**src/rtl/core/sdrt_pkg.sv**
```systemverilog
`timescale 1ns / 1ps
`default_nettype none

package sdrt_pkg;

    // Awaited completion stage
    localparam logic [2:0] STG_NONE     = 3'd0;
    localparam logic [2:0] STG_CMDSENT  = 3'd1;
    localparam logic [2:0] STG_RSPFIN   = 3'd2;
    localparam logic [2:0] STG_XFER     = 3'd3;
    localparam logic [2:0] STG_XFER_RSP = 3'd4;

    // Request action codes
    localparam logic ACT_START = 1'b0;
    localparam logic ACT_IRQ   = 1'b1;

    // Result kinds
    localparam logic [1:0] KIND_POP    = 2'd0;
    localparam logic [1:0] KIND_PUSH   = 2'd1;
    localparam logic [1:0] KIND_STATUS = 2'd2;

    // Command error codes
    localparam logic [1:0] CERR_NONE    = 2'd0;
    localparam logic [1:0] CERR_TIMEOUT = 2'd1;
    localparam logic [1:0] CERR_CRC     = 2'd2;

    // Data error codes
    localparam logic [1:0] DERR_NONE    = 2'd0;
    localparam logic [1:0] DERR_FIFO    = 2'd1;
    localparam logic [1:0] DERR_CRC     = 2'd2;
    localparam logic [1:0] DERR_TIMEOUT = 2'd3;

    // Word moves per interrupt are capped so the word count always fits in WORD_CNT_W bits
    localparam int WORD_CNT_W = 5;
    localparam int WORD_CAP   = 31;

    // Outcome of one interrupt request
    typedef struct packed {
        logic [2:0]            stage;
        logic [1:0]            cmd_err;
        logic [1:0]            data_err;
        logic [WORD_CNT_W-1:0] words;
        logic [1:0]            word_kind;
        logic                  bounded;
        logic                  done;
        logic [3:0]            cmd_clr;
        logic                  xfer_clr;
        logic                  rx_ack;
        logic                  fifo_rst;
        logic                  irq_off;
    } t_decision;

endpackage

`default_nettype wire

```
**src/rtl/core/sd_host_request_completion_tracker_top.sv**
```systemverilog
`timescale 1ns / 1ps
`default_nettype none
// Start request: capture, then the decide state, then back to ready; no result.
// Interrupt request: capture, decode, then one word result per cycle while the output
// is not stalled (up to 31, through one shared offset adder and compare), a check of the
// end of the burst and the status result.
// Reset (synchronous, active low) clears the tracker state and drops any pending result.
module sd_host_request_completion_tracker_top #(
    parameter int TX_BURST_WORDS  = 16,
    parameter int RX_FULL_WORDS   = 8,
    parameter int BYTE_COUNT_BITS = 17
) (
    input  wire logic        i_clk,
    input  wire logic        i_rst_n,
    input  wire logic        i_valid,
    output logic             o_ready,
    input  wire logic        i_action,
    input  wire logic        i_needs_response,
    input  wire logic        i_check_crc,
    input  wire logic        i_has_data,
    input  wire logic        i_is_read,
    input  wire logic [7:0]  i_block_count,
    input  wire logic [3:0]  i_block_size_log2,
    input  wire logic [3:0]  i_cmd_status,
    input  wire logic [8:0]  i_data_status,
    input  wire logic [6:0]  i_fifo_level,
    output logic             o_valid,
    input  wire logic        i_ready,
    output logic [1:0]       o_kind,
    output logic [15:0]      o_byte_offset,
    output logic [1:0]       o_cmd_error,
    output logic [1:0]       o_data_error,
    output logic             o_req_complete,
    output logic [3:0]       o_cmd_clear_mask,
    output logic             o_clear_xfer_finish,
    output logic             o_ack_rx_last,
    output logic             o_fifo_reset,
    output logic             o_irq_mask_off,
    output logic             o_last
);
    import sdrt_pkg::*;

    localparam logic [1:0] S_IDLE   = 2'd0;
    localparam logic [1:0] S_DECIDE = 2'd1;
    localparam logic [1:0] S_WORD   = 2'd2;
    localparam logic [1:0] S_STATUS = 2'd3;

    localparam int BCB = BYTE_COUNT_BITS;

    // Sequencer and tracker state
    logic [1:0]            r_state, n_state;
    logic [2:0]            r_stage;
    logic [1:0]            r_cmd_err;
    logic [1:0]            r_data_err;
    logic [BCB-1:0]        r_bytes_done;
    logic [BCB-1:0]        r_total_bytes;
    logic                  r_req_has_data;
    logic                  r_req_is_read;
    logic                  r_req_check_crc;
    logic [WORD_CNT_W-1:0] r_words;

    // Captured request and decision payload
    logic       r_action;
    logic       r_needs_response;
    logic       r_check_crc;
    logic       r_has_data;
    logic       r_is_read;
    logic [7:0] r_block_count;
    logic [3:0] r_block_size_log2;
    logic [3:0] r_cmd_status;
    logic [8:0] r_data_status;
    logic [6:0] r_fifo_level;
    t_decision  r_dec;
    t_decision  dec;

    logic in_acc;
    logic out_free;
    logic below_total;
    logic word_go;
    logic status_go;

    sdrt_decode #(
        .TX_BURST_WORDS (TX_BURST_WORDS),
        .RX_FULL_WORDS  (RX_FULL_WORDS)
    ) u_decode (
        .i_stage       (r_stage),
        .i_cmd_err     (r_cmd_err),
        .i_data_err    (r_data_err),
        .i_has_data    (r_req_has_data),
        .i_is_read     (r_req_is_read),
        .i_check_crc   (r_req_check_crc),
        .i_cmd_status  (r_cmd_status),
        .i_data_status (r_data_status),
        .i_fifo_level  (r_fifo_level),
        .o_dec         (dec)
    );

    assign o_ready     = (r_state == S_IDLE);
    assign in_acc      = i_valid && o_ready;
    assign out_free    = !o_valid || i_ready;
    assign below_total = (r_bytes_done < r_total_bytes);
    assign word_go     = (r_state == S_WORD) && out_free && (r_words != '0)
                         && (!r_dec.bounded || below_total);
    assign status_go   = (r_state == S_STATUS) && out_free;

    // Sequence: capture, decide, move words, report status
    always_comb begin
        n_state = r_state;
        unique case (r_state)
            S_IDLE: begin
                if (in_acc) n_state = S_DECIDE;
            end
            S_DECIDE: begin
                n_state = (r_action == ACT_START) ? S_IDLE : S_WORD;
            end
            S_WORD: begin
                if (out_free && !word_go) n_state = S_STATUS;
            end
            S_STATUS: begin
                if (out_free) n_state = S_IDLE;
            end
            default: n_state = S_IDLE;
        endcase
    end

    // Capture the request
    always_ff @(posedge i_clk) begin
        if (in_acc) begin
            r_action          <= i_action;
            r_needs_response  <= i_needs_response;
            r_check_crc       <= i_check_crc;
            r_has_data        <= i_has_data;
            r_is_read         <= i_is_read;
            r_block_count     <= i_block_count;
            r_block_size_log2 <= i_block_size_log2;
            r_cmd_status      <= i_cmd_status;
            r_data_status     <= i_data_status;
            r_fifo_level      <= i_fifo_level;
        end
        if (r_state == S_DECIDE) begin
            r_dec <= dec;
        end
    end

    // Advance tracker state
    always_ff @(posedge i_clk) begin
        if (!i_rst_n) begin
            r_state         <= S_IDLE;
            r_stage         <= STG_NONE;
            r_cmd_err       <= CERR_NONE;
            r_data_err      <= DERR_NONE;
            r_bytes_done    <= '0;
            r_total_bytes   <= '0;
            r_req_has_data  <= 1'b0;
            r_req_is_read   <= 1'b0;
            r_req_check_crc <= 1'b0;
            r_words         <= '0;
        end else begin
            r_state <= n_state;
            if (r_state == S_DECIDE) begin
                if (r_action == ACT_START) begin
                    if (r_has_data)            r_stage <= STG_XFER_RSP;
                    else if (r_needs_response) r_stage <= STG_RSPFIN;
                    else                       r_stage <= STG_CMDSENT;
                    r_req_check_crc <= r_check_crc;
                    r_req_has_data  <= r_has_data;
                    r_req_is_read   <= r_is_read;
                    r_cmd_err       <= CERR_NONE;
                    r_data_err      <= DERR_NONE;
                    r_bytes_done    <= '0;
                    r_total_bytes   <= BCB'(r_block_count) << r_block_size_log2;
                end else begin
                    r_stage    <= dec.stage;
                    r_cmd_err  <= dec.cmd_err;
                    r_data_err <= dec.data_err;
                    r_words    <= dec.words;
                end
            end
            if (word_go) begin
                r_words      <= r_words - WORD_CNT_W'(1);
                r_bytes_done <= r_bytes_done + BCB'(4);
            end
        end
    end

    // Hold the result until taken
    always_ff @(posedge i_clk) begin
        if (!i_rst_n) begin
            o_valid <= 1'b0;
        end else if (word_go || status_go) begin
            o_valid <= 1'b1;
        end else if (i_ready) begin
            o_valid <= 1'b0;
        end
    end

    always_ff @(posedge i_clk) begin
        if (word_go) begin
            o_kind              <= r_dec.word_kind;
            o_byte_offset       <= 16'(r_bytes_done);
            o_cmd_error         <= CERR_NONE;
            o_data_error        <= DERR_NONE;
            o_req_complete      <= 1'b0;
            o_cmd_clear_mask    <= 4'd0;
            o_clear_xfer_finish <= 1'b0;
            o_ack_rx_last       <= 1'b0;
            o_fifo_reset        <= 1'b0;
            o_irq_mask_off      <= 1'b0;
            o_last              <= 1'b0;
        end else if (status_go) begin
            o_kind              <= KIND_STATUS;
            o_byte_offset       <= 16'd0;
            o_cmd_error         <= r_cmd_err;
            o_data_error        <= r_data_err;
            o_req_complete      <= r_dec.done;
            o_cmd_clear_mask    <= r_dec.cmd_clr;
            o_clear_xfer_finish <= r_dec.xfer_clr;
            o_ack_rx_last       <= r_dec.rx_ack;
            o_fifo_reset        <= r_dec.fifo_rst;
            o_irq_mask_off      <= r_dec.irq_off;
            o_last              <= 1'b1;
        end
    end

endmodule

`default_nettype wire

```
**src/rtl/core/sdrt_decode.sv**
```systemverilog
`timescale 1ns / 1ps
`default_nettype none

module sdrt_decode #(
    parameter int TX_BURST_WORDS = 16,
    parameter int RX_FULL_WORDS  = 8
) (
    input  wire logic [2:0]          i_stage,
    input  wire logic [1:0]          i_cmd_err,
    input  wire logic [1:0]          i_data_err,
    input  wire logic                i_has_data,
    input  wire logic                i_is_read,
    input  wire logic                i_check_crc,
    input  wire logic [3:0]          i_cmd_status,
    input  wire logic [8:0]          i_data_status,
    input  wire logic [6:0]          i_fifo_level,
    output sdrt_pkg::t_decision      o_dec
);
    import sdrt_pkg::*;

    localparam int TX_N = (TX_BURST_WORDS > WORD_CAP) ? WORD_CAP : TX_BURST_WORDS;
    localparam int RX_N = (RX_FULL_WORDS > WORD_CAP) ? WORD_CAP : RX_FULL_WORDS;

    t_decision d;
    logic      closed;

    // Walk the status flags in priority order; a closure stops the walk
    always_comb begin
        d           = '0;
        d.stage     = i_stage;
        d.cmd_err   = i_cmd_err;
        d.data_err  = i_data_err;
        d.word_kind = KIND_POP;
        closed      = 1'b0;

        if (i_stage < STG_CMDSENT || i_stage > STG_XFER_RSP) begin
            d.irq_off = 1'b1;
        end else begin
            if (i_cmd_status[0]) begin
                d.cmd_err = CERR_TIMEOUT;
                closed    = 1'b1;
            end
            if (!closed && i_cmd_status[1]) begin
                if (d.stage == STG_CMDSENT) begin
                    d.cmd_err = CERR_NONE;
                    closed    = 1'b1;
                end else begin
                    d.cmd_clr[1] = 1'b1;
                end
            end
            if (!closed && i_cmd_status[2]) begin
                if (i_check_crc) begin
                    d.cmd_err = CERR_CRC;
                    closed    = 1'b1;
                end else begin
                    d.cmd_clr[2] = 1'b1;
                end
            end
            if (!closed && i_cmd_status[3]) begin
                if (d.stage == STG_RSPFIN) begin
                    d.cmd_err = CERR_NONE;
                    closed    = 1'b1;
                end else begin
                    if (d.stage == STG_XFER_RSP) begin
                        d.cmd_err = CERR_NONE;
                        d.stage   = STG_XFER;
                    end
                    d.cmd_clr[3] = 1'b1;
                end
            end

            // Data phase failures
            if (!closed) begin
                if (i_data_status[0]) begin
                    d.cmd_err  = CERR_NONE;
                    d.data_err = DERR_FIFO;
                    closed     = 1'b1;
                end else if (i_data_status[1]) begin
                    d.cmd_err  = CERR_NONE;
                    d.data_err = DERR_FIFO;
                    d.fifo_rst = 1'b1;
                    closed     = 1'b1;
                end else if (i_data_status[3:2] != 2'b00) begin
                    d.cmd_err  = CERR_NONE;
                    d.data_err = DERR_CRC;
                    closed     = 1'b1;
                end else if (i_data_status[4]) begin
                    d.cmd_err  = CERR_NONE;
                    d.data_err = DERR_TIMEOUT;
                    closed     = 1'b1;
                end
            end

            // FIFO pumping
            if (!closed && i_has_data) begin
                if (i_is_read) begin
                    if (i_data_status[6]) begin
                        d.words = i_fifo_level[6:2];
                        if (d.stage == STG_XFER) begin
                            d.cmd_err  = CERR_NONE;
                            d.data_err = DERR_NONE;
                            d.xfer_clr = 1'b1;
                            d.rx_ack   = 1'b1;
                            closed     = 1'b1;
                        end
                    end else if (i_data_status[7]) begin
                        d.words = WORD_CNT_W'(RX_N);
                    end
                end else if (i_data_status[8]) begin
                    d.words     = WORD_CNT_W'(TX_N);
                    d.word_kind = KIND_PUSH;
                    d.bounded   = 1'b1;
                end
            end

            // Transfer finish
            if (!closed && i_data_status[5]) begin
                if (d.stage == STG_XFER) begin
                    d.cmd_err  = CERR_NONE;
                    d.data_err = DERR_NONE;
                    d.xfer_clr = 1'b1;
                    d.rx_ack   = 1'b1;
                    closed     = 1'b1;
                end else begin
                    if (d.stage == STG_XFER_RSP) begin
                        d.data_err = DERR_NONE;
                        d.stage    = STG_RSPFIN;
                    end
                    d.xfer_clr = 1'b1;
                end
            end

            // Close the request
            if (closed) begin
                d.cmd_clr = 4'd0;
                d.done    = 1'b1;
                d.irq_off = 1'b1;
                d.stage   = STG_NONE;
                if (i_has_data && d.data_err != DERR_NONE) begin
                    d.fifo_rst = 1'b1;
                end
            end
        end
    end

    assign o_dec = d;

endmodule

`default_nettype wire

```
**config.mk**
```make
export PLATFORM = sky130hd
export DESIGN_NAME = sd_host_request_completion_tracker_top
export DESIGN_NICKNAME = d
export VERILOG_FILES = /design/src/rtl/core/sdrt_pkg.sv /design/src/rtl/core/sd_host_request_completion_tracker_top.sv /design/src/rtl/core/sdrt_decode.sv
export SDC_FILE = /design/constraint.sdc
export NUM_CORES = 1
export LEC_CHECK = 0
export BUFFER_PORTS_ARGS = -buffer_cell sky130_fd_sc_hd__clkbuf_2
export CORE_AREA = 5 5 144 146
export CTS_CLUSTER_DIAMETER = 120
export DETAILED_ROUTE_END_ITERATION = 16
export DIE_AREA = 0 0 149 151
export GPL_ROUTABILITY_DRIVEN = 0
export GPL_TIMING_DRIVEN = 0
export PLACE_DENSITY = 0.59
export SYNTH_ARGS = -nofsm -noshare
export SYNTH_HDL_FRONTEND = slang
export SYNTH_SLANG_ARGS = --single-unit
```
**constraint.sdc**
```tcl
create_clock -name i_clk -period 3.72 [get_ports i_clk]
set_input_delay 0 -clock i_clk [delete_from_list [all_inputs] [get_ports i_clk]]
set_output_delay 0 -clock i_clk [all_outputs]
set_load 0.01 [all_outputs]
```
### Yosys cells after proc, flatten, opt, wreduce, memory -nomap -nowiden

Index checks and enable logic that the tools add are counted.

* register bits after elaboration: 133
* latch bits: 0
* memory bits (writable): 0
* ROM bits: 0
* input bits: 41
* output and inout bits: 34
* logic and storage cells: 207
* memories kept: 0

* add/sub/neg operators: 2
* multipliers: 0
* div/mod/pow operators: 0
* order comparisons: 3
* equality and inequality tests: 13
* shift-type cells: 1
* muxes and demuxes: 99
* bitwise operators: 5
* reductions and logical operators: 41

Operators with widths (number)
* $mux 17: 3
* $mux 2: 25
* $mux 5: 9
* $mux 1: 38
* $mux 4: 9
* $mux 16: 2
* $mux 23: 1
* $mux 3: 7
* $add 17x3->17 const B: 1
* $lt 17x17->1: 1
* $shl 8x4->17: 1
* $mux 7: 2
* $logic_and 1x1->1: 12
* $mux 12: 1
* $reduce_bool 2->1: 6
* $reduce_or 3->1: 4
* $logic_not 1->1: 8
* $mux 8: 1
* $pmux 2 s4: 1
* $reduce_and 2->1: 4
* $eq 3x2->1 const B: 2
* $eq 3x3->1 const B: 2
* $ne 2x1->1 const B: 3
* $not 1->1: 5
* other kinds (11): 16

### Longest topological paths before layout

Gate-level depths: netlist of the first run.

* depth in word-level cells: 36
* gate-level depth with buffers: 10
* mapped depth without buffers: 9

### Hierarchy

Synthesis of the first run repeated with hierarchy kept, for this count alone.

* cells, all modules: 598
* area total of the unflattened synthesis: 6127.1 µm²

Modules (own cells, without submodules)
* sd_host_request_completion_tracker_top: times used 1, cells each 503, area an instance 5477.8 µm², sequential area each 3233.1 µm²
* sdrt_decode: times used 1, cells each 95, area an instance 649.4 µm², sequential area each 0.0 µm²

### Worst setup path after synthesis of the first run

No wires, ideal clock.

* path type: reg-to-reg
* start: reg r_bytes_done[7]
* end: reg o_byte_offset[10] (enable)
* library setup time: 0.372 ns
* arrival time: 2.272 ns
* data required time: 3.348 ns
* path slack: 1.076 ns
* cell stages (with the launch flop): 9
* path buffers: 1
* clock period less this slack: 2.644 ns
* path through: dfxtp_1 -> ha_1 -> a21oi_1 -> o221ai_1 -> o31ai_1 -> and2_1 -> buf_2 -> inv_1 -> nand2_1

* word-level cells in the longest chain between the ends: 4

Ends and longest elaborated chain
* start, declared: line sd_host_request_completion_tracker_top.sv:55 `logic [BCB-1:0] r_bytes_done;`
* start signal, assigned: line sd_host_request_completion_tracker_top.sv:181 `r_bytes_done <= r_bytes_done + BCB'(4);`
* $lt 17x17->1: line sd_host_request_completion_tracker_top.sv:101 `assign below_total = (r_bytes_done < r_total_bytes);`
* $logic_or 1x1->1: line sd_host_request_completion_tracker_top.sv:103 `&& (!r_dec.bounded || below_total);`
* $logic_and 1x1->1: line sd_host_request_completion_tracker_top.sv:103
* $reduce_bool 2->1 (no line)
* end signal, assigned: line sd_host_request_completion_tracker_top.sv:200 `o_byte_offset <= 16'(r_bytes_done);`
* end, declared: line sd_host_request_completion_tracker_top.sv:30 `output logic [15:0] o_byte_offset,`

Every way passes these cells.
A chain may end at the register's enable or synchronous reset.

### Worst setup path in the final report of the first run

* start: reg r_bytes_done[5]
* end: reg o_byte_offset[2] (enable)

Same word-level chain as after synthesis.

==> summary.txt, run 1 <==
GRT
  – GR Overflow Total: 0
  – GRT Overall Usage: 0.1288
  – Vias in the first global route: around 4400
  – Largest net degree at the start of global routing: 36
  – Initial antenna violation count: 0
  – First-pass GRT wire length: about 23 mm

STA
  – Slew Limit Fails: 0
  – Final hold vios: 0
  – Fin crit period: 3290 ps
  – Setup ws final: between 400 and 500 ps
  – Max-slew headroom: 0.3617
  – Final Skew: about 8.8 ps
  – RSZ-0062 raised after global routing: no
  – Final setup vio count: 0
  – Final TNS setup: 0 ps
  – Fmax: between 300 and 400 MHz
  – Final worst-path cycle share: 0.8843
  – Least-Margin Pin Slew: approximately 950 ps

Critical path
  – Critical path arrival: around 3300 ps
  – CP startpoint kind: flip-flop
  – Worst Path Required: 3770 ps
  – Critical path fanouts, max: 16
  – Critical Path Sink Type: flip-flop
  – Worst Setup Path Type: reg2reg

Yosys
  – Area leader, netlist: edfxtp_1
  – Async SR Flop Fraction: 0
  – Yosys top cell area share: 0.3164
  – Synth Warn #: 0
  – Compound-Gate Fraction of Synth Area: 0.1518
  – Sequential share of the synthesized area: 0.5379
  – Post-synthesis xor/xnor area fraction: 0.004614
  – Post-Synth Adder-Cell Area: 0.03735
  – Synth Cell Area: 0.005694 sq mm
  – Largest family of logic cells by synthesized area: simple AND/OR/NAND/NOR gates
  – Post-synthesis simple-gate area fraction: 0.1991
  – Avg Cell Area, Syn: between 9 and 10 sq um
  – Cells after synthesis: around 580
  – Ranking of synthesized cells by area: edfxtp_1 (32%), dfxtp_1 (22%), nand2_1 (5.1%)
  – Commonest register cell after synthesis: dfxtp_1
  – EDFF count, synth: 60
  – Yosys reg bits: 123
  – Count of different cell masters after synthesis: 61
  – Mux share of post-synthesis cell area: 0.02593

Cells and area
  – Diodes inserted: 0
  – Filler cells: slightly below 2000
  – Final Core Density: 0.3800
  – Most frequent cells in the layout: nand2_1 (77), clkbuf_2 (70), dfxtp_1 (63)
  – Synthesis-to-layout area growth: 28.61%
  – Most common cell after layout, fill and taps aside: nand2_1
  – Layout cell share with drive strength beyond 1: 0.1718
  – Final nets: 761

Power and ir drop
  – P_int: around 0.0027 W
  – Net Sw Frac: 0.2407
  – Peak VDD IR: approximately 0.00035 V
  – Clock group share of total power: 0.457
  – Pwr Density: a little under 500 mW/mm^2
  – Combinational power share: 0.106
  – Reg power frac: 0.437
  – LEAKAGE: 2.838 nW
  – Net switching power: approximately 0.00086 W

Die
  – Ports: between 70 and 80
  – Die area: 0.02250 sq mm
  – Die Span X: roughly 150 um
  – Floorplan core area: 0.01927 sq mm
  – Initial Utilization: 0.2955
  – Die Ht: 151 um
  – Row count: 51

Place
  – HPWL reported at the end of detailed placement: just over 10 mm
  – Worst slack, placed: 371.9 ps
  – Buffers on Ports: slightly below 70

Route
  – Via-to-Cell Ratio: between 4 and 5
  – Final ANT Viol Nets: 0
  – DR WL/cell: approximately 14 um
  – First-pass DRT Iterations: 5
  – Vias: between 4000 and 5000
  – DRC viols: 0
  – Initial DRC Count: 292
  – WL final: approximately 14 mm

Clock tree
  – Post-cts repair resize count: 0
  – Total CTS buffers: 17
  – CTS tree: done
  – CTS H-tree lvls: 4
  – Root buf cell: clkbuf_16
  – Post-CTS Setup Bufs: 0
  – Clock sink count: ~120
  – CTS max path bufs: 2
  – Reg clk slew, reported paths: roughly 60 ps
  – Worst-Skew Late Latency: ~420 ps

Status
  – Outcome: finished, final reports clean

Run
  – Max Cap Violations: 0

Worst hold path
  – Worst hold path type: in2reg
-- worst max-delay path, stage by stage, from the launching register on --
cell and delay (ps):
dfxtp_1 450, ha_1 290, a21oi_1 170, o221ai_1 140, o31ai_1 780, and2_1 220, buf_2 190, inv_1 170
nand2_1 500
-- Yosys cell counts, types with 3 or more instances --
library cell	number
nand3_1	17
a41o_1	3
nor2_1	47
clkbuf_1	18
and2_1	10
a211oi_1	10
nand2_1	77
buf_2	4
o21a_1	4
ha_1	17
nand4_1	9
or3_1	9
o21ai_0	12
a32o_1	3
or2_2	4
nor4_1	5
buf_4	4
a22oi_1	8
and3_1	16
mux2i_1	8
a31oi_1	7
a21oi_1	51
nor2b_1	3
edfxtp_1	60
nand2b_1	9
o211a_1	3
o211ai_1	4
dfxtp_1	63
nor3_1	12
a21o_1	3
a221oi_1	4
mux2_2	6
inv_1	31
-- what timing repair did --
| item | in CTS | in global routing |
|---|---|---|
| hold endpoints to repair | 36 | 0 |
| hold buffers | 36 | 0 |
| setup endpoints to repair | 0 | 0 |
-- final timing paths --
check / end / cells after the start / startpoint / slack [ps]
worst max register to register: o_byte_offset[2]$_SDFFCE_PN0P_ / 8 / r_bytes_done[5]$_SDFFE_PN0P_ / 430
worst max-delay path: o_byte_offset[2]$_SDFFCE_PN0P_ / 8 / r_bytes_done[5]$_SDFFE_PN0P_ / 430
worst min register to register: o_cmd_clear_mask[3]$_SDFFE_PP0P_ / 2 / o_cmd_clear_mask[3]$_SDFFE_PP0P_ / 450
worst min-delay path: r_words[2]$_SDFFE_PN0P_ / 3 / i_rst_n / 30
-- registers in the layout (all words and copies together) (netlist names), 2 cells and up --
register / cells
r_dec: 9
r_block_size_log2: 4
r_bytes_done: 15
r_block_count: 8
r_total_bytes: 17
o_kind: 2
o_cmd_error: 2
o_data_error: 2
o_byte_offset: 14
r_data_err: 2
o_cmd_clear_mask: 3
r_fifo_level: 5
r_data_status: 9
r_stage: 3
r_cmd_err: 2
r_state: 2
r_cmd_status: 4
r_words: 5
-- per-stage QoR --
stage / area, sq um / cells / hold slack [ps] / power [W]
CTS: 7323 / 981 / 19.33 / 0.003617
detailed placement: 6380 / 913 / 178.6 / 0.001947
finish: 7323 / 981 / 33.49 / 0.003582
global placement: 6379 / 913 / 176.5 / 0.001943
global route: 7323 / 981 / 55.63 / 0.003725
floorplan: 5702 / 579 / 98.87 / 0.001805
-- power groups by stage --
stage               clock network, W  registers (W)  logic [W]
floorplan                          0        0.00160   0.000203
global placement                   0        0.00159   0.000350
detailed placement                 0        0.00160   0.000351
CTS                          0.00167        0.00157   0.000382
global route                 0.00172        0.00158   0.000424
finish                       0.00164        0.00157   0.000379
-- cells by family after synthesis --
| group | after synthesis |
|---|---|
| xor gates and xnor gates | 3 |
| DFF | 123 |
| AOI/OAI and AO/OA | 129 |
| other | 1 |
| adders and majority gates | 17 |
| muxes | 14 |
| and+or+nand+nor | 231 |
| buffers and inverters | 59 |
-- metal layers --
metal	share of wire	track usage
met5	0	0
met4	0.014	0.05400
met3	0.041	0.02693
met2	0.44	0.1948
met1	0.51	0.1792
-- area by class of cell --
cell class	instances	area, sq um	area share
flip-flops and latches	123	3063	0.4182
repair buffers	105	705.7	0.09636
clock inverters	13	150.1	0.02050
inverters	32	120.1	0.01640
multi-input cells	397	2397	0.3274
plain buffers	27	122.6	0.01674
clock buffers	19	432.9	0.05911
well taps	265	331.6	0.04528
Power figures use the tool's default switching activity.
==> run 2, diff against run 1 <==
- CELL_PAD_IN_SITES_DETAIL_PLACEMENT: unset -> 1
- CELL_PAD_IN_SITES_GLOBAL_PLACEMENT: unset -> 2
- PLACE_DENSITY: 0.59 -> 0.79
==> summary.txt, run 2 (same netlist as run 1, synthesis figures left out) <==
Status
  – Outcome: finished, final reports clean

Critical path
  – Worst r2r src: r_bytes_done[7]$_SDFFE_PN0P_
  – Worst Setup Path Type: reg2reg
  – R2R depth: 8
  – Critical Path Sink Type: flip-flop
  – Worst Path Required: approximately 3800 ps
  – Crit path depth: 8
  – CP Buf/Inv Count: 2
  – CP startpoint kind: flip-flop
  – CP max-delay cell: o31ai_1
  – CP max stage delay: ~850 ps
  – Critical path fanouts, max: 16
  – Critical path arrival: between 3000 and 4000 ps
  – CP top delay family: compound AO/OA/AOI/OAI gates
  – Crit path launch: r_bytes_done[7]$_SDFFE_PN0P_
  – Crit-path cells: ha_1, a21oi_1, o221ai_1, o31ai_1, and2_1, buf_2, inv_1, nand2_1

Power and ir drop
  – Clock group share of total power: 0.451
  – P_int: around 0.0027 W
  – Peak VDD IR: around 0.00033 V
  – Reg power frac: 0.440
  – LEAKAGE: roughly 2.8 nW
  – Pwr Density: between 400 and 500 mW/mm^2
  – Net Sw Frac: 0.2557
  – Net switching power: 0.0009113 W
  – Total chip power: about 0.0036 W
  – Combinational power share: 0.109

Clock tree
  – Total CTS buffers: 17
  – CTS max path bufs: 2
  – Post-cts repair resize count: 0
  – Clock sink count: between 100 and 150
  – Post-CTS Hold Buffers: 36
  – Reg clk slew, reported paths: 60 ps
  – Root buf cell: clkbuf_16
  – CTS tree: done
  – Worst-Skew Late Latency: approximately 420 ps
  – CTS H-tree lvls: 4
  – Post-CTS Setup Bufs: 0

Die
  – Die Ht: 151 um
  – Ports: 75
  – Row count: 51
  – Die area: ~0.022 sq mm
  – Floorplan core area: between 0.015 and 0.02 sq mm
  – Initial Utilization: 0.2955
  – Die Span X: 149 um

Cells and area
  – Register area: 0.003063 sq mm
  – Design area: approximately 0.0073 sq mm
  – Most common cell after layout, fill and taps aside: nand2_1
  – Final nets: 761
  – Layout cell share with drive strength beyond 1: 0.1760
  – Filler cells: 2252
  – Largest registers: r_total_bytes: 17 flops, r_bytes_done: 15 flops, o_byte_offset: 14 flops
  – Most flop-heavy register: r_total_bytes
  – Diodes inserted: 0
  – Max reg flops: 17
  – Synthesis-to-layout area growth: 28.54%
  – Area of the multi-input gates: between 0.002 and 0.0025 sq mm
  – Most frequent cells in the layout: nand2_1 (77), clkbuf_2 (70), dfxtp_1 (63)

Route
  – Vias: around 4800
  – DRC viols: 0
  – WL final: 16.14 mm
  – First-pass DRT Iterations: 5
  – Final ANT Viol Nets: 0
  – DR WL/cell: between 15 and 20 um
  – Initial DRC Count: between 200 and 300
  – Via-to-Cell Ratio: a little under 5

GRT
  – GRT Overall Usage: 0.1493
  – Initial antenna violation count: 0
  – First-pass GRT wire length: between 20 and 30 mm
  – GR Overflow Total: 0
  – Largest net degree at the start of global routing: 36
  – Vias in the first global route: 5046

STA
  – Final Skew: roughly 7.4 ps
  – RSZ-0062 raised after global routing: no
  – Final TNS setup: 0 ps
  – Max-slew headroom: 0.2475
  – Final worst-path cycle share: 0.9250
  – Fin crit period: roughly 3400 ps
  – Final hold vios: 0
  – Slew Limit Fails: 0
  – Fmax: between 200 and 300 MHz
  – Least-Margin Pin Slew: around 1100 ps
  – Final setup vio count: 0

Place
  – Buffers on Ports: 69
  – HPWL reported at the end of detailed placement: roughly 12 mm
  – Placed inst area: about 0.0064 sq mm

Worst hold path
  – Worst hold path type: in2reg
  – Hold path depth: 3
  – Hold wc startpoint: i_rst_n

Run
  – Max Cap Violations: 0
## run 2: changes by cell type in the layout (fill, tap and decap cells not counted)
cell,before,now
clkbuf_8,0,1
clkbuf_1,20,18
bufinv_16,3,1
clkinv_2,5,3
clkinv_1,2,1
clkbuf_16,17,18
clkinv_4,0,3
inv_4,0,2
## run 2: final timing paths
kind / slack, ps / end
min: 30 / r_words[2]$_SDFFE_PN0P_
max: 280 / o_byte_offset[13]$_SDFFCE_PN0P_
max reg2reg: 280 / o_byte_offset[13]$_SDFFCE_PN0P_
min reg2reg: 450 / o_cmd_clear_mask[3]$_SDFFE_PP0P_
## run 2: layout make-up
cell class	instances	share of cell area
sequential	123	0.4185
clock inverter	13	0.01573
timing repair buffer	105	0.09641
clock buffer	19	0.06342
inverter	32	0.01641
buffer	27	0.01675
tap	265	0.04530
multi-input combinational	397	0.3275
## run 2: per-stage QoR
step	util	instances	setup slack, ps	hold WS, ps
after floorplan	-	579	1076	98.87
after global placement	0.3310	913	296.3	176.5
after detailed placement	0.3311	913	224.3	179.1
after CTS	0.3798	981	250.4	8.054
after global routing	0.3798	981	32.42	39.88
final	0.3798	981	279.2	25.37
## run 2: power groups by stage
stage,Combinational (W),Sequential [W],Clock [W]
2_1_floorplan,0.000203,0.00160,0
3_5_place_dp,0.000359,0.00160,0
5_1_grt,0.000431,0.00158,0.00170
4_1_cts,0.000392,0.00157,0.00164
3_3_place_gp,0.000350,0.00159,0
6_report,0.000389,0.00157,0.00161
## run 2: worst min-delay path: stages
cell	delay, ps
clkbuf_2	150
a32o_1	180
a41o_1	80
## run 2: layer usage
metal	routed length, um	global-route usage	up-vias	share of wire
met1	7641	0.1944	2289	0.47
li1	-	-	2353	-
met4	281	0.05858	0	0.017
met3	743	0.03531	24	0.046
met2	7477	0.2408	95	0.46
met5	0	0	-	0
==> run 3, diff against run 2 <==
- REMOVE_ABC_BUFFERS: unset -> 1
==> summary.txt, run 3 (same netlist as run 1, synthesis figures left out) <==
Critical path
  – Worst Setup Path Type: reg2reg
  – CP startpoint kind: flip-flop
  – Reg2reg setup slack: approximately 390 ps
  – CP top delay family: compound AO/OA/AOI/OAI gates
  – CP max stage delay: 620 ps
  – CP max-delay cell: o31ai_2
  – Worst Path Required: ~3800 ps
  – Critical Path Sink Type: flip-flop
  – Critical path fanouts, max: 36
  – Crit-path cells: ha_1, a21oi_1, o221ai_1, o31ai_2, buf_6, and2_4, inv_1, nand2_2
  – Critical path arrival: between 3000 and 4000 ps
  – Worst r2r src: r_bytes_done[5]$_SDFFE_PN0P_
  – R2R depth: 8
  – R2R Path End: o_byte_offset[3]$_SDFFCE_PN0P_
  – CP Buf/Inv Count: 2

STA
  – Setup ws final: roughly 400 ps
  – Fin crit period: between 3000 and 4000 ps
  – Least-Margin Pin Slew: between 1000 and 1500 ps
  – Slew Limit Fails: 0
  – Fmax: 300.2 MHz
  – Final TNS setup: 0 ps
  – RSZ-0062 raised after global routing: no
  – Final worst-path cycle share: 0.8956
  – Final setup vio count: 0
  – Final Skew: approximately 9 ps
  – Worst hold margin: around 34 ps
  – Final hold vios: 0
  – Max-slew headroom: 0.2150

Power and ir drop
  – Pwr Density: 498.1 mW/mm^2
  – Peak VDD IR: between 0.0003 and 0.0004 V
  – LEAKAGE: approximately 2.8 nW

Die
  – Row count: 51
  – Initial Utilization: 0.2955
  – Die area: between 0.02 and 0.025 sq mm
  – Die Span X: approximately 150 um
  – Ports: 75
  – Die Ht: 151 um
  – Floorplan core area: 0.01927 sq mm

Clock tree
  – CTS tree: done
  – Reg clk slew, reported paths: 50 ps
  – Post-CTS Setup Bufs: 0
  – Total CTS buffers: 17
  – Clock sink count: 123
  – Root buf cell: clkbuf_16
  – CTS max path bufs: 2
  – CTS H-tree lvls: 4
  – Worst-Skew Late Latency: roughly 400 ps

Place
  – Buffers on Ports: 69
  – Placed inst area: between 0.006 and 0.007 sq mm
  – HPWL reported at the end of detailed placement: roughly 11 mm
  – Worst slack, placed: -728.2 ps

Route
  – Via-to-Cell Ratio: ~4.8
  – DRC viols: 0
  – WL final: 14.88 mm
  – DR WL/cell: 15.57 um
  – Initial DRC Count: between 300 and 400
  – First-pass DRT Iterations: 4
  – Vias: between 4000 and 5000
  – Final ANT Viol Nets: 0

Cells and area
  – Filler cells: 2219
  – Largest registers: r_total_bytes: 17 flops, r_bytes_done: 15 flops, o_byte_offset: 14 flops
  – Final Core Density: 0.3761
  – Diodes inserted: 0
  – Most frequent cells in the layout: nand2_1 (76), clkbuf_2 (69), dfxtp_1 (63)
  – Most flop-heavy register: r_total_bytes
  – Synthesis-to-layout area growth: 27.27%
  – Layout cell share with drive strength beyond 1: 0.1693
  – Max reg flops: 17
  – Final nets: ~740
  – Design area: between 0.007 and 0.008 sq mm
  – Most common cell after layout, fill and taps aside: nand2_1

Worst hold path
  – Hold path depth: 4
  – Worst hold path type: in2reg
  – Hold wc startpoint: i_valid
  – Worst Hold Endpoint: r_state[0]$_SDFFE_PN0P_

GRT
  – Vias in the first global route: about 4800
  – First-pass GRT wire length: 24.91 mm
  – Initial antenna violation count: 0
  – GR Overflow Total: 0
  – Largest net degree at the start of global routing: 37
  – GRT Overall Usage: 0.1401

Status
  – Outcome: finished, final reports clean

Run
  – Max Cap Violations: 0
## run 3: worst max path at each step
stage | start | end | slack (ps) | cells after the start
after detailed placement | r_bytes_done[5]$_SDFFE_PN0P_ | o_byte_offset[5]$_SDFFCE_PN0P_ | -730 | 8
after global placement | r_bytes_done[7]$_SDFFE_PN0P_ | o_byte_offset[2]$_SDFFCE_PN0P_ | -1450 | 7
after CTS | r_bytes_done[5]$_SDFFE_PN0P_ | o_byte_offset[3]$_SDFFCE_PN0P_ | 50 | 8
final | r_bytes_done[5]$_SDFFE_PN0P_ | o_byte_offset[3]$_SDFFCE_PN0P_ | 390 | 8
after floorplan | r_bytes_done[7]$_SDFFE_PN0P_ | o_byte_offset[10]$_SDFFCE_PN0P_ | 170 | 7
after global routing | r_bytes_done[12]$_SDFFE_PN0P_ | o_byte_offset[3]$_SDFFCE_PN0P_ | 150 | 8
## run 3: cell type report
| class | instances | area [sq um] | area share |
|---|---|---|---|
| Sequential cell | 123 | 3063 | 0.4227 |
| Multi-Input combinational cell | 397 | 2407 | 0.3322 |
| Timing Repair Buffer | 107 | 721.9 | 0.09962 |
| Clock buffer | 26 | 520.5 | 0.07182 |
| Tap cell | 265 | 331.6 | 0.04575 |
| Inverter | 32 | 120.1 | 0.01657 |
| Clock inverter | 6 | 82.58 | 0.01140 |
## run 3: repair_timing
item | 4_1_cts | 5_1_grt
gates resized for setup | 2 | 1
hold buffers | 36 | 0
setup endpoints to repair | 21 | 16
hold endpoints to repair | 36 | 0
## run 3: metrics by stage
step / power [W] / instances
after floorplan: 0.001792 / 552
after global placement: 0.001931 / 886
after detailed placement: 0.001955 / 888
after CTS: 0.003666 / 956
after global routing: 0.003789 / 956
final: 0.003609 / 956
## run 3: layer usage
layer  vias to the layer above  share of wire  global-route usage  routed length (um)
li1                       2302              -                   -                   -
met4                         0          0.016             0.05355                 242
met3                        19          0.034             0.02693                 512
met1                      2177           0.48              0.1843                7169
met5                         -              0                   0                   0
met2                        93           0.47              0.2292                6957
## run 3: worst register-to-register path, stage by stage, from the launching register on
cell and delay [ps]:
dfxtp_1 470, ha_1 300, a21oi_1 160, o221ai_1 140, o31ai_2 620, buf_6 230
and2_4 410, inv_1 280, nand2_2 380
## run 3: where the power goes
group | switching, W | internal (W) | leakage (nW) | total, W
registers | 0.0000623 | 0.00152 | 1.09 | 0.00158
clock network | 0.000568 | 0.00109 | 0.297 | 0.00166
logic | 0.000211 | 0.000154 | 1.41 | 0.000366
total | 0.000842 | 0.00277 | 2.80 | 0.00361
